[src/daisy_chain_display_packet_relay_defines.svh]
// assertion macros shared by the packet relay modules
`ifndef DAISY_CHAIN_DISPLAY_PACKET_RELAY_DEFINES_SVH
`define DAISY_CHAIN_DISPLAY_PACKET_RELAY_DEFINES_SVH

`ifndef ASSERT_OFF
// property checked on every rising clock edge outside reset
`define DCDR_ASSERT(label, prop) \
  label: assert property (@(posedge clk_i) disable iff (!rst_ni) (prop)) \
    else $error("dcdr assertion failed");
// condition that must never be true outside reset
`define DCDR_ASSERT_NEVER(label, cond) \
  `DCDR_ASSERT(label, !(cond))
`else
`define DCDR_ASSERT(label, prop)
`define DCDR_ASSERT_NEVER(label, cond)
`endif

`endif

[src/dcdr_pkg.sv]
// shared types, constants and helpers of the packet relay
`timescale 1ns / 1ps

package dcdr_pkg;

  // header codes
  localparam logic [7:0] HDR_SEG = 8'h11;
  localparam logic [7:0] HDR_LED = 8'h12;
  localparam logic [7:0] HDR_BRT = 8'h13;
  localparam logic [7:0] HDR_RESET = 8'h20;

  localparam logic [7:0] IDLE_LIMIT_RESET = 8'd125;
  localparam logic [4:0] STORE_TOP = 5'd16;
  localparam logic [4:0] LED_LAST = 5'd15;

  // result kinds
  localparam logic [2:0] KIND_FWD = 3'd0;
  localparam logic [2:0] KIND_CHAR = 3'd1;
  localparam logic [2:0] KIND_SEG = 3'd2;
  localparam logic [2:0] KIND_LED = 3'd3;
  localparam logic [2:0] KIND_BRT = 3'd4;

  typedef enum logic [1:0] {
    ST_IDLE,
    ST_FWD,
    ST_SHOW
  } state_e;

  // controller to datapath
  typedef struct packed {
    logic accept;
    logic start_fwd;
    logic start_show;
    logic emit;
  } cmd_t;

  // datapath to controller
  typedef struct packed {
    logic is_tick;
    logic rem_busy;
    logic refresh_due;
    logic out_free;
    logic step_last;
  } status_t;

  // payload length that follows a header
  function automatic logic [4:0] payload_len(input logic [7:0] hdr);
    logic [4:0] len;
    case (hdr)
      HDR_SEG: len = 5'd3;
      HDR_LED: len = 5'd16;
      HDR_BRT: len = 5'd1;
      default: len = 5'd0;
    endcase
    return len;
  endfunction

endpackage

[src/daisy_chain_display_packet_relay.sv]
// top level of the daisy chain display packet relay
// start: an accepted item that starts a run enters the forward or show state; each emit
//   loads the output register, one result per cycle from the packet store while the output
//   is not stalled, input stalled until the run ends (forward run at most 17 words)
// reset: store holds a space header with zero payload, refresh armed, idle limit 125
`timescale 1ns / 1ps

module daisy_chain_display_packet_relay (
  input  logic        clk_i,
  input  logic        rst_ni,
  input  logic        cfg_we_i,
  input  logic [7:0]  cfg_wdata_i,
  input  logic        in_valid_i,
  output logic        in_stall_o,
  input  logic        req_type_i,
  input  logic [7:0]  rx_byte_i,
  output logic        out_valid_o,
  input  logic        out_stall_i,
  output logic [2:0]  out_kind_o,
  output logic [7:0]  out_byte_o,
  output logic [3:0]  out_index_o,
  output logic [17:0] seg_word_o,
  output logic        last_o
);

  dcdr_pkg::cmd_t    cmd;
  dcdr_pkg::status_t st;

  // sequencing
  dcdr_ctrl u_ctrl (
    .clk_i      (clk_i),
    .rst_ni     (rst_ni),
    .in_valid_i (in_valid_i),
    .in_stall_o (in_stall_o),
    .st_i       (st),
    .cmd_o      (cmd)
  );

  // store and results
  dcdr_datapath u_datapath (
    .clk_i       (clk_i),
    .rst_ni      (rst_ni),
    .cfg_we_i    (cfg_we_i),
    .cfg_wdata_i (cfg_wdata_i),
    .req_type_i  (req_type_i),
    .rx_byte_i   (rx_byte_i),
    .out_stall_i (out_stall_i),
    .out_valid_o (out_valid_o),
    .out_kind_o  (out_kind_o),
    .out_byte_o  (out_byte_o),
    .out_index_o (out_index_o),
    .seg_word_o  (seg_word_o),
    .last_o      (last_o),
    .cmd_i       (cmd),
    .st_o        (st)
  );

endmodule

[src/dcdr_ctrl.sv]
// controller state machine of the packet relay
`timescale 1ns / 1ps
`include "daisy_chain_display_packet_relay_defines.svh"

module dcdr_ctrl (
  input  logic              clk_i,
  input  logic              rst_ni,
  input  logic              in_valid_i,
  output logic              in_stall_o,
  input  dcdr_pkg::status_t st_i,
  output dcdr_pkg::cmd_t    cmd_o
);

  dcdr_pkg::state_e state_q, state_d;

  // state register
  always_ff @(posedge clk_i or negedge rst_ni) begin
    if (!rst_ni) begin
      state_q <= dcdr_pkg::ST_IDLE;
    end else begin
      state_q <= state_d;
    end
  end

  // next state
  always_comb begin
    state_d = state_q;
    case (state_q)
      dcdr_pkg::ST_IDLE: begin
        if (in_valid_i) begin
          if (!st_i.is_tick && !st_i.rem_busy) begin
            state_d = dcdr_pkg::ST_FWD;
          end else if (st_i.is_tick && st_i.refresh_due) begin
            state_d = dcdr_pkg::ST_SHOW;
          end
        end
      end
      dcdr_pkg::ST_FWD, dcdr_pkg::ST_SHOW: begin
        if (st_i.out_free && st_i.step_last) begin
          state_d = dcdr_pkg::ST_IDLE;
        end
      end
      default: state_d = dcdr_pkg::ST_IDLE;
    endcase
  end

  // outputs
  always_comb begin
    cmd_o = '0;
    in_stall_o = 1'b1;
    case (state_q)
      dcdr_pkg::ST_IDLE: begin
        in_stall_o = 1'b0;
        cmd_o.accept = in_valid_i;
        cmd_o.start_fwd = in_valid_i && !st_i.is_tick && !st_i.rem_busy;
        cmd_o.start_show = in_valid_i && st_i.is_tick && st_i.refresh_due;
      end
      dcdr_pkg::ST_FWD, dcdr_pkg::ST_SHOW: begin
        cmd_o.emit = st_i.out_free;
      end
      default: begin
        in_stall_o = 1'b1;
      end
    endcase
  end

  `DCDR_ASSERT(a_emit_needs_room, cmd_o.emit |-> st_i.out_free)
  `DCDR_ASSERT(a_last_emit_ends_run, (cmd_o.emit && st_i.step_last) |=> (state_q == dcdr_pkg::ST_IDLE))
  `DCDR_ASSERT_NEVER(a_no_accept_in_run, cmd_o.accept && (state_q != dcdr_pkg::ST_IDLE))

endmodule

[src/dcdr_datapath.sv]
// packet store, idle timer, run sequencing and output register
`timescale 1ns / 1ps
`include "daisy_chain_display_packet_relay_defines.svh"

module dcdr_datapath (
  input  logic              clk_i,
  input  logic              rst_ni,
  input  logic              cfg_we_i,
  input  logic [7:0]        cfg_wdata_i,
  input  logic              req_type_i,
  input  logic [7:0]        rx_byte_i,
  input  logic              out_stall_i,
  output logic              out_valid_o,
  output logic [2:0]        out_kind_o,
  output logic [7:0]        out_byte_o,
  output logic [3:0]        out_index_o,
  output logic [17:0]       seg_word_o,
  output logic              last_o,
  input  dcdr_pkg::cmd_t    cmd_i,
  output dcdr_pkg::status_t st_o
);

  logic [7:0]  idle_limit_q;
  logic [7:0]  hdr_q;
  logic [7:0]  payload_q [16];
  logic [4:0]  rem_q;
  logic [4:0]  wp_q;
  logic [7:0]  idle_cnt_q;
  logic        armed_q;
  logic [7:0]  run_hdr_q;
  logic        run_show_q;
  logic [4:0]  step_q;
  logic        out_valid_q;
  logic [2:0]  out_kind_q;
  logic [7:0]  out_byte_q;
  logic [3:0]  out_index_q;
  logic [17:0] seg_word_q;
  logic        last_q;

  logic [7:0]  idle_next;
  logic [4:0]  wp_dec;
  logic [4:0]  fwd_pos;
  logic [2:0]  res_kind;
  logic [7:0]  res_byte;
  logic [3:0]  res_index;
  logic [17:0] res_seg;
  logic        res_last;

  // saturating idle count after this tick
  assign idle_next = (idle_cnt_q == 8'hFF) ? idle_cnt_q : idle_cnt_q + 8'd1;
  assign wp_dec = wp_q - 5'd1;

  // status toward the controller
  assign st_o.is_tick = req_type_i;
  assign st_o.rem_busy = (rem_q != 5'd0);
  assign st_o.refresh_due = armed_q && (idle_next >= idle_limit_q);
  assign st_o.out_free = !out_valid_q || !out_stall_i;
  assign st_o.step_last = res_last;

  // config register
  always_ff @(posedge clk_i or negedge rst_ni) begin
    if (!rst_ni) begin
      idle_limit_q <= dcdr_pkg::IDLE_LIMIT_RESET;
    end else if (cfg_we_i) begin
      idle_limit_q <= cfg_wdata_i;
    end
  end

  // packet store, payload counters and idle timer
  always_ff @(posedge clk_i or negedge rst_ni) begin
    if (!rst_ni) begin
      hdr_q <= dcdr_pkg::HDR_RESET;
      for (int i = 0; i < 16; i++) begin
        payload_q[i] <= 8'd0;
      end
      rem_q <= 5'd0;
      wp_q <= dcdr_pkg::STORE_TOP;
      idle_cnt_q <= 8'd0;
      armed_q <= 1'b1;
      run_hdr_q <= dcdr_pkg::HDR_RESET;
      run_show_q <= 1'b0;
    end else if (cmd_i.accept) begin
      if (!req_type_i) begin
        idle_cnt_q <= 8'd0;
        armed_q <= 1'b1;
        if (rem_q != 5'd0) begin
          // payload word goes below the previous one
          if (wp_q != 5'd0) begin
            wp_q <= wp_dec;
            payload_q[wp_dec[3:0]] <= rx_byte_i;
          end
          rem_q <= rem_q - 5'd1;
        end else begin
          // new header: remember the old one for the forward run
          run_hdr_q <= hdr_q;
          run_show_q <= 1'b0;
          hdr_q <= rx_byte_i;
          wp_q <= dcdr_pkg::STORE_TOP;
          rem_q <= dcdr_pkg::payload_len(rx_byte_i);
        end
      end else if (armed_q) begin
        if (idle_next >= idle_limit_q) begin
          armed_q <= 1'b0;
          idle_cnt_q <= 8'd0;
          run_hdr_q <= hdr_q;
          run_show_q <= 1'b1;
        end else begin
          idle_cnt_q <= idle_next;
        end
      end
    end
  end

  // run step counter
  always_ff @(posedge clk_i or negedge rst_ni) begin
    if (!rst_ni) begin
      step_q <= 5'd0;
    end else if (cmd_i.start_fwd || cmd_i.start_show) begin
      step_q <= 5'd0;
    end else if (cmd_i.emit && !res_last) begin
      step_q <= step_q + 5'd1;
    end
  end

  // result word for the current step
  assign fwd_pos = dcdr_pkg::STORE_TOP - step_q;
  always_comb begin
    res_kind = dcdr_pkg::KIND_FWD;
    res_byte = 8'd0;
    res_index = 4'd0;
    res_seg = 18'd0;
    res_last = 1'b1;
    if (!run_show_q) begin
      res_byte = (step_q == 5'd0) ? run_hdr_q : payload_q[fwd_pos[3:0]];
      res_last = (step_q == dcdr_pkg::payload_len(run_hdr_q));
    end else begin
      case (run_hdr_q)
        dcdr_pkg::HDR_LED: begin
          res_kind = dcdr_pkg::KIND_LED;
          res_byte = payload_q[step_q[3:0]];
          res_index = step_q[3:0];
          res_last = (step_q == dcdr_pkg::LED_LAST);
        end
        dcdr_pkg::HDR_SEG: begin
          res_kind = dcdr_pkg::KIND_SEG;
          res_seg = {payload_q[13][1:0], payload_q[14], payload_q[15]};
        end
        dcdr_pkg::HDR_BRT: begin
          res_kind = dcdr_pkg::KIND_BRT;
          res_byte = payload_q[15];
        end
        default: begin
          res_kind = dcdr_pkg::KIND_CHAR;
          res_byte = run_hdr_q;
        end
      endcase
    end
  end

  // output register valid
  always_ff @(posedge clk_i or negedge rst_ni) begin
    if (!rst_ni) begin
      out_valid_q <= 1'b0;
    end else if (cmd_i.emit) begin
      out_valid_q <= 1'b1;
    end else if (!out_stall_i) begin
      out_valid_q <= 1'b0;
    end
  end

  // output register payload
  always_ff @(posedge clk_i) begin
    if (cmd_i.emit) begin
      out_kind_q <= res_kind;
      out_byte_q <= res_byte;
      out_index_q <= res_index;
      seg_word_q <= res_seg;
      last_q <= res_last;
    end
  end

  assign out_valid_o = out_valid_q;
  assign out_kind_o = out_kind_q;
  assign out_byte_o = out_byte_q;
  assign out_index_o = out_index_q;
  assign seg_word_o = seg_word_q;
  assign last_o = last_q;

  `DCDR_ASSERT(a_wp_in_range, wp_q <= dcdr_pkg::STORE_TOP)
  `DCDR_ASSERT(a_rem_in_range, rem_q <= dcdr_pkg::STORE_TOP)
  `DCDR_ASSERT(a_disarmed_count_clear, !armed_q |-> (idle_cnt_q == 8'd0))

endmodule
[config.mk]
export PLATFORM = sky130hd
export DESIGN_NAME = daisy_chain_display_packet_relay
export DESIGN_NICKNAME = d
export VERILOG_FILES = /design/src/dcdr_pkg.sv /design/src/daisy_chain_display_packet_relay.sv /design/src/dcdr_ctrl.sv /design/src/dcdr_datapath.sv
export VERILOG_INCLUDE_DIRS = /design/src /design/src/src
export SDC_FILE = /design/constraint.sdc
export NUM_CORES = 1
export LEC_CHECK = 0
export BUFFER_PORTS_ARGS = -buffer_cell sky130_fd_sc_hd__buf_2
export CAP_MARGIN = 25
export CORE_AREA = 2 2 161 163
export DETAILED_ROUTE_END_ITERATION = 16
export DIE_AREA = 0 0 163 165
export PLACE_DENSITY = 0.65
export SLEW_MARGIN = 10
export SYNTH_ARGS = -nofsm -noshare
export SYNTH_HDL_FRONTEND = slang
export SYNTH_SLANG_ARGS = --single-unit
[constraint.sdc]
create_clock -name clk_i -period 9.55 [get_ports clk_i]
set_clock_uncertainty 0.15 [all_clocks]
set_input_delay 1.4325 -clock clk_i [delete_from_list [all_inputs] [get_ports clk_i]]
set_output_delay 1.4325 -clock clk_i [all_outputs]
set_load 0.02 [all_outputs]
==> impl_metrics.toml <==
[placed_design]
gp_congestion = 0.7725
dpl.cell_count = 1169
place_ws_ns = 5.829
io_buffers = 57
place_hpwl_um = 17350

[clocking]
cts_setup_buffers = 0
cts-buffers-inserted = 24
cts_max_path_buffers = 3
clock-root-buffer = "clkbuf_16"
cts_tree = "done"
ctsHoldBuffers = 0
clk_pin_slew_worst_paths_ns = 0.06
h-tree-depth = 1
insertion_delay_ns = 0.53
cts_sinks = 214
cts_resized = 0

[floorplan]
die_h_um = 165
coreArea_um2 = 25040
start_util_pct = 44.63
die_area_um2 = 26900
rows = 58
ios = 58
die_x_um = 163

[sta]
min_period_over_period_pct = 38.59
worstMarginPinSlew_ns = 0.9297
clock.fmax_mhz = 271.3
finalSetupViolations = 0
setup_ws_ns = 5.864
rsz0062_at_grt = "no"
tns_ns = 0
maxSlewHeadroom_pct = 38.02
min_period_ns = 3.686
hold_viol_final = 0
drv_slew = 0
timing.hold.ws_ns = 0.3358

[power_and_ir_drop]
ir_drop_uv = 177.5
power_leakage_nw = 5.519
power_density_nw_per_um2 = 317.8
total_power_mw = 3.966

[yosys]
synth_top_area_share_pct = 38.07
synth-simple-area-share_pct = 8.566
syn_area_um2 = 11170
synth_fa_ha_area_share_pct = 2.127
synth_flop_cell = "dfrtp_1"
ys_async_sr_fraction_pct = 84.11
synth_area_leaders = "dfrtp_1, mux2_2, mux4_2, edfxtp_1, mux2i_1"
synth_top_area_cell = "dfrtp_1"
synth_xor_area_share_pct = 0.9405
synth_edf_count = 34
synth_fp_nets = 859
yosysWarnings = 0
yosys_register_bits = 214
avgSynthCellArea_um2 = 13.66
synth_cell_types = 68
synth_top_family_by_area = "multiplexers"
seq_area_frac_synth_pct = 49.56
synth-compound-area-share_pct = 6.035
netlist_instances = 818
synthMuxAreaShare_pct = 30.24

[drt]
drt_iter0_drc = 448
vias = 7009
ant_nets = 0
wl_per_cell_um = 20.95
drtPass1Iterations = 5
drt_wl_total_um = 25430
drcViolationCount = 0
routed_via_density = 5.773

[global_routing]
grt_use_total_pct = 19.66
overflow = 0
grt_max_degree = 63
grtUsageMet1_pct = 30.42
grt_use_met3_pct = 2.788
grt_busiest_layer = "met1"
grt_pass1_wl_um = 40650
antenna_found_initial = 0
grt_pass1_vias = 6879
use_met2_pct = 28.99

[hold_path]
hold_path.class = "reg -> reg"
worstHoldStart = "u_datapath.wp_q[4]"
holdPathEnd = "u_datapath.wp_q[4]"
min_path_cells = 2

[final_layout]
drive_above_1_share_pct = 39.93
layoutNonFillerInstCount = 1214
antenna_cells = 0
syn_to_final_growth_pct = 11.67
n_fill_cell = 2165
final_nets = 908

[setup_path]
ff2ff_path_depth = 12
critPathLaunch = "u_datapath.idle_cnt_q[1]"
path_buf_inv = 0
end_kind = "flop"
crit_family = "compound AO/OA/AOI/OAI gates"
reg2reg_to = "u_datapath.step_q[2]"
r2r_slack_ns = 5.86
startpoint_type = "flop"
worstPathCellList = "ha_1, nand3_1, nor2_1, nor2_1, xor2_1, ha_1, o21a_1, a21oi_1, o31ai_1, nand3_1, o21ai_0, a21oi_1"
crit_required_ns = 9.77
r2r_start = "u_datapath.idle_cnt_q[1]"
path_class = "reg -> reg"
worst_path_max_delay_cell = "o31ai_1"
path_max_fanout = 6
max_stage_delay_ns = 0.66
cp.arrival_ns = 3.90

[status]
status = "completed"

[job]
max_cap_viol_count = 0
logic make-up after synthesis:
| family | Yosys count |
|---|---|
| multiplexers | 243 |
| flip-flops | 214 |
| AND/OR/NAND/NOR | 163 |
| AO/OA/AOI/OAI | 101 |
| buffers and inverters | 66 |
| adder cells (fa/ha/maj) | 19 |
| XOR/XNOR | 12 |
layer usage:
| metal | wire length (um) | share of wire, % |
|---|---|---|
| met1 | 12520 | 49 |
| met2 | 11210 | 44 |
| met3 | 1180 | 4.6 |
| met4 | 512 | 2.0 |
| met5 | 0 | 0 |
power breakdown:
group	total, mW	switching (mW)	internal, mW
registers	1.54	0.253	1.29
clock network	0.847	0.374	0.473
logic	1.58	0.846	0.733
synthesized netlist by cell type (7+ instances only):
cell	number
a21o_1	7
mux2_1	10
buf_2	7
and2_1	21
a211oi_1	12
mux4_2	60
mux2_2	143
a21oi_1	16
nor2_1	22
buf_1	11
inv_1	21
nand3_1	12
dfrtp_1	170
o21ai_0	27
mux2i_1	29
a31oi_1	7
clkbuf_1	19
nand2_1	41
edfxtp_1	34
nor2_4	12
nor3_1	10
ha_1	19
dfstp_2	10
tightest hold or removal path: cells and delay by family (launching register included):
kind             cells  cell delay (ns)
AO/OA/AOI/OAI        1             0.06
flip-flops           1             0.37
AND/OR/NAND/NOR      1             0.06
registers in the layout, indices dropped and copies added (netlist names), 2 cells and up:
name	count
u_datapath.payload_q	128
u_datapath.seg_word_o	18
u_datapath.hdr_q	8
u_datapath.idle_cnt_q	8
u_datapath.idle_limit_q	8
u_datapath.out_byte_o	8
u_datapath.run_hdr_q	8
u_datapath.rem_q	5
u_datapath.step_q	5
u_datapath.wp_q	5
u_datapath.out_index_o	4
u_datapath.out_kind_o	3
u_ctrl.state_q	2
how the worst max path moves through the flow:
stage / end / slack (ns) / cells past startpoint
floorplan: u_datapath.step_q[2] / 6.16 / 5
global placement: u_datapath.payload_q[108] / 5.85 / 7
detailed placement: u_datapath.payload_q[111] / 5.83 / 7
CTS: u_datapath.step_q[2] / 5.90 / 12
global route: u_datapath.step_q[4] / 5.49 / 12
finish: u_datapath.step_q[2] / 5.86 / 12
final cells by class:
type / count / area, um2 / share of cell area, %
Inverter: 22 / 82.58 / 0.6618
Clock inverter: 12 / 81.33 / 0.6518
Tap cell: 330 / 412.9 / 3.309
Timing Repair Buffer: 67 / 367.9 / 2.948
Multi-Input combinational cell: 538 / 5355 / 42.92
Sequential cell: 214 / 5542 / 44.41
Clock buffer: 31 / 636.9 / 5.104
placed cells by master, fill, tap and decap left out, types with 5 or more instances in the layout:
master	netlist	final
dfrtp_1	170	169
mux2_2	143	143
mux4_2	60	60
buf_2	7	56
nand2_1	41	41
edfxtp_1	34	34
mux2i_1	29	29
o21ai_0	27	27
clkbuf_16	0	24
nor2_1	22	22
inv_1	21	21
and2_1	21	20
ha_1	19	19
a21oi_1	16	16
nand3_1	12	12
a211oi_1	12	12
nor2_4	12	12
nor3_1	10	10
mux2_1	10	10
dfstp_2	10	10
buf_4	6	8
a31oi_1	7	7
a21o_1	7	7
clkinv_2	0	7
xor2_1	6	6
xnor2_1	6	6
o22ai_1	6	6
clkbuf_1	19	6
o211ai_1	5	5
and3_1	5	5
a22o_1	5	5
through the flow:
step,utilization [%],cell area (um2)
floorplan,-,11170
global placement,46.91,11740
detailed placement,46.91,11740
CTS,49.78,12460
global route,49.84,12480
finish,49.84,12480
Note: power is estimated with default switching activity, not from simulation.
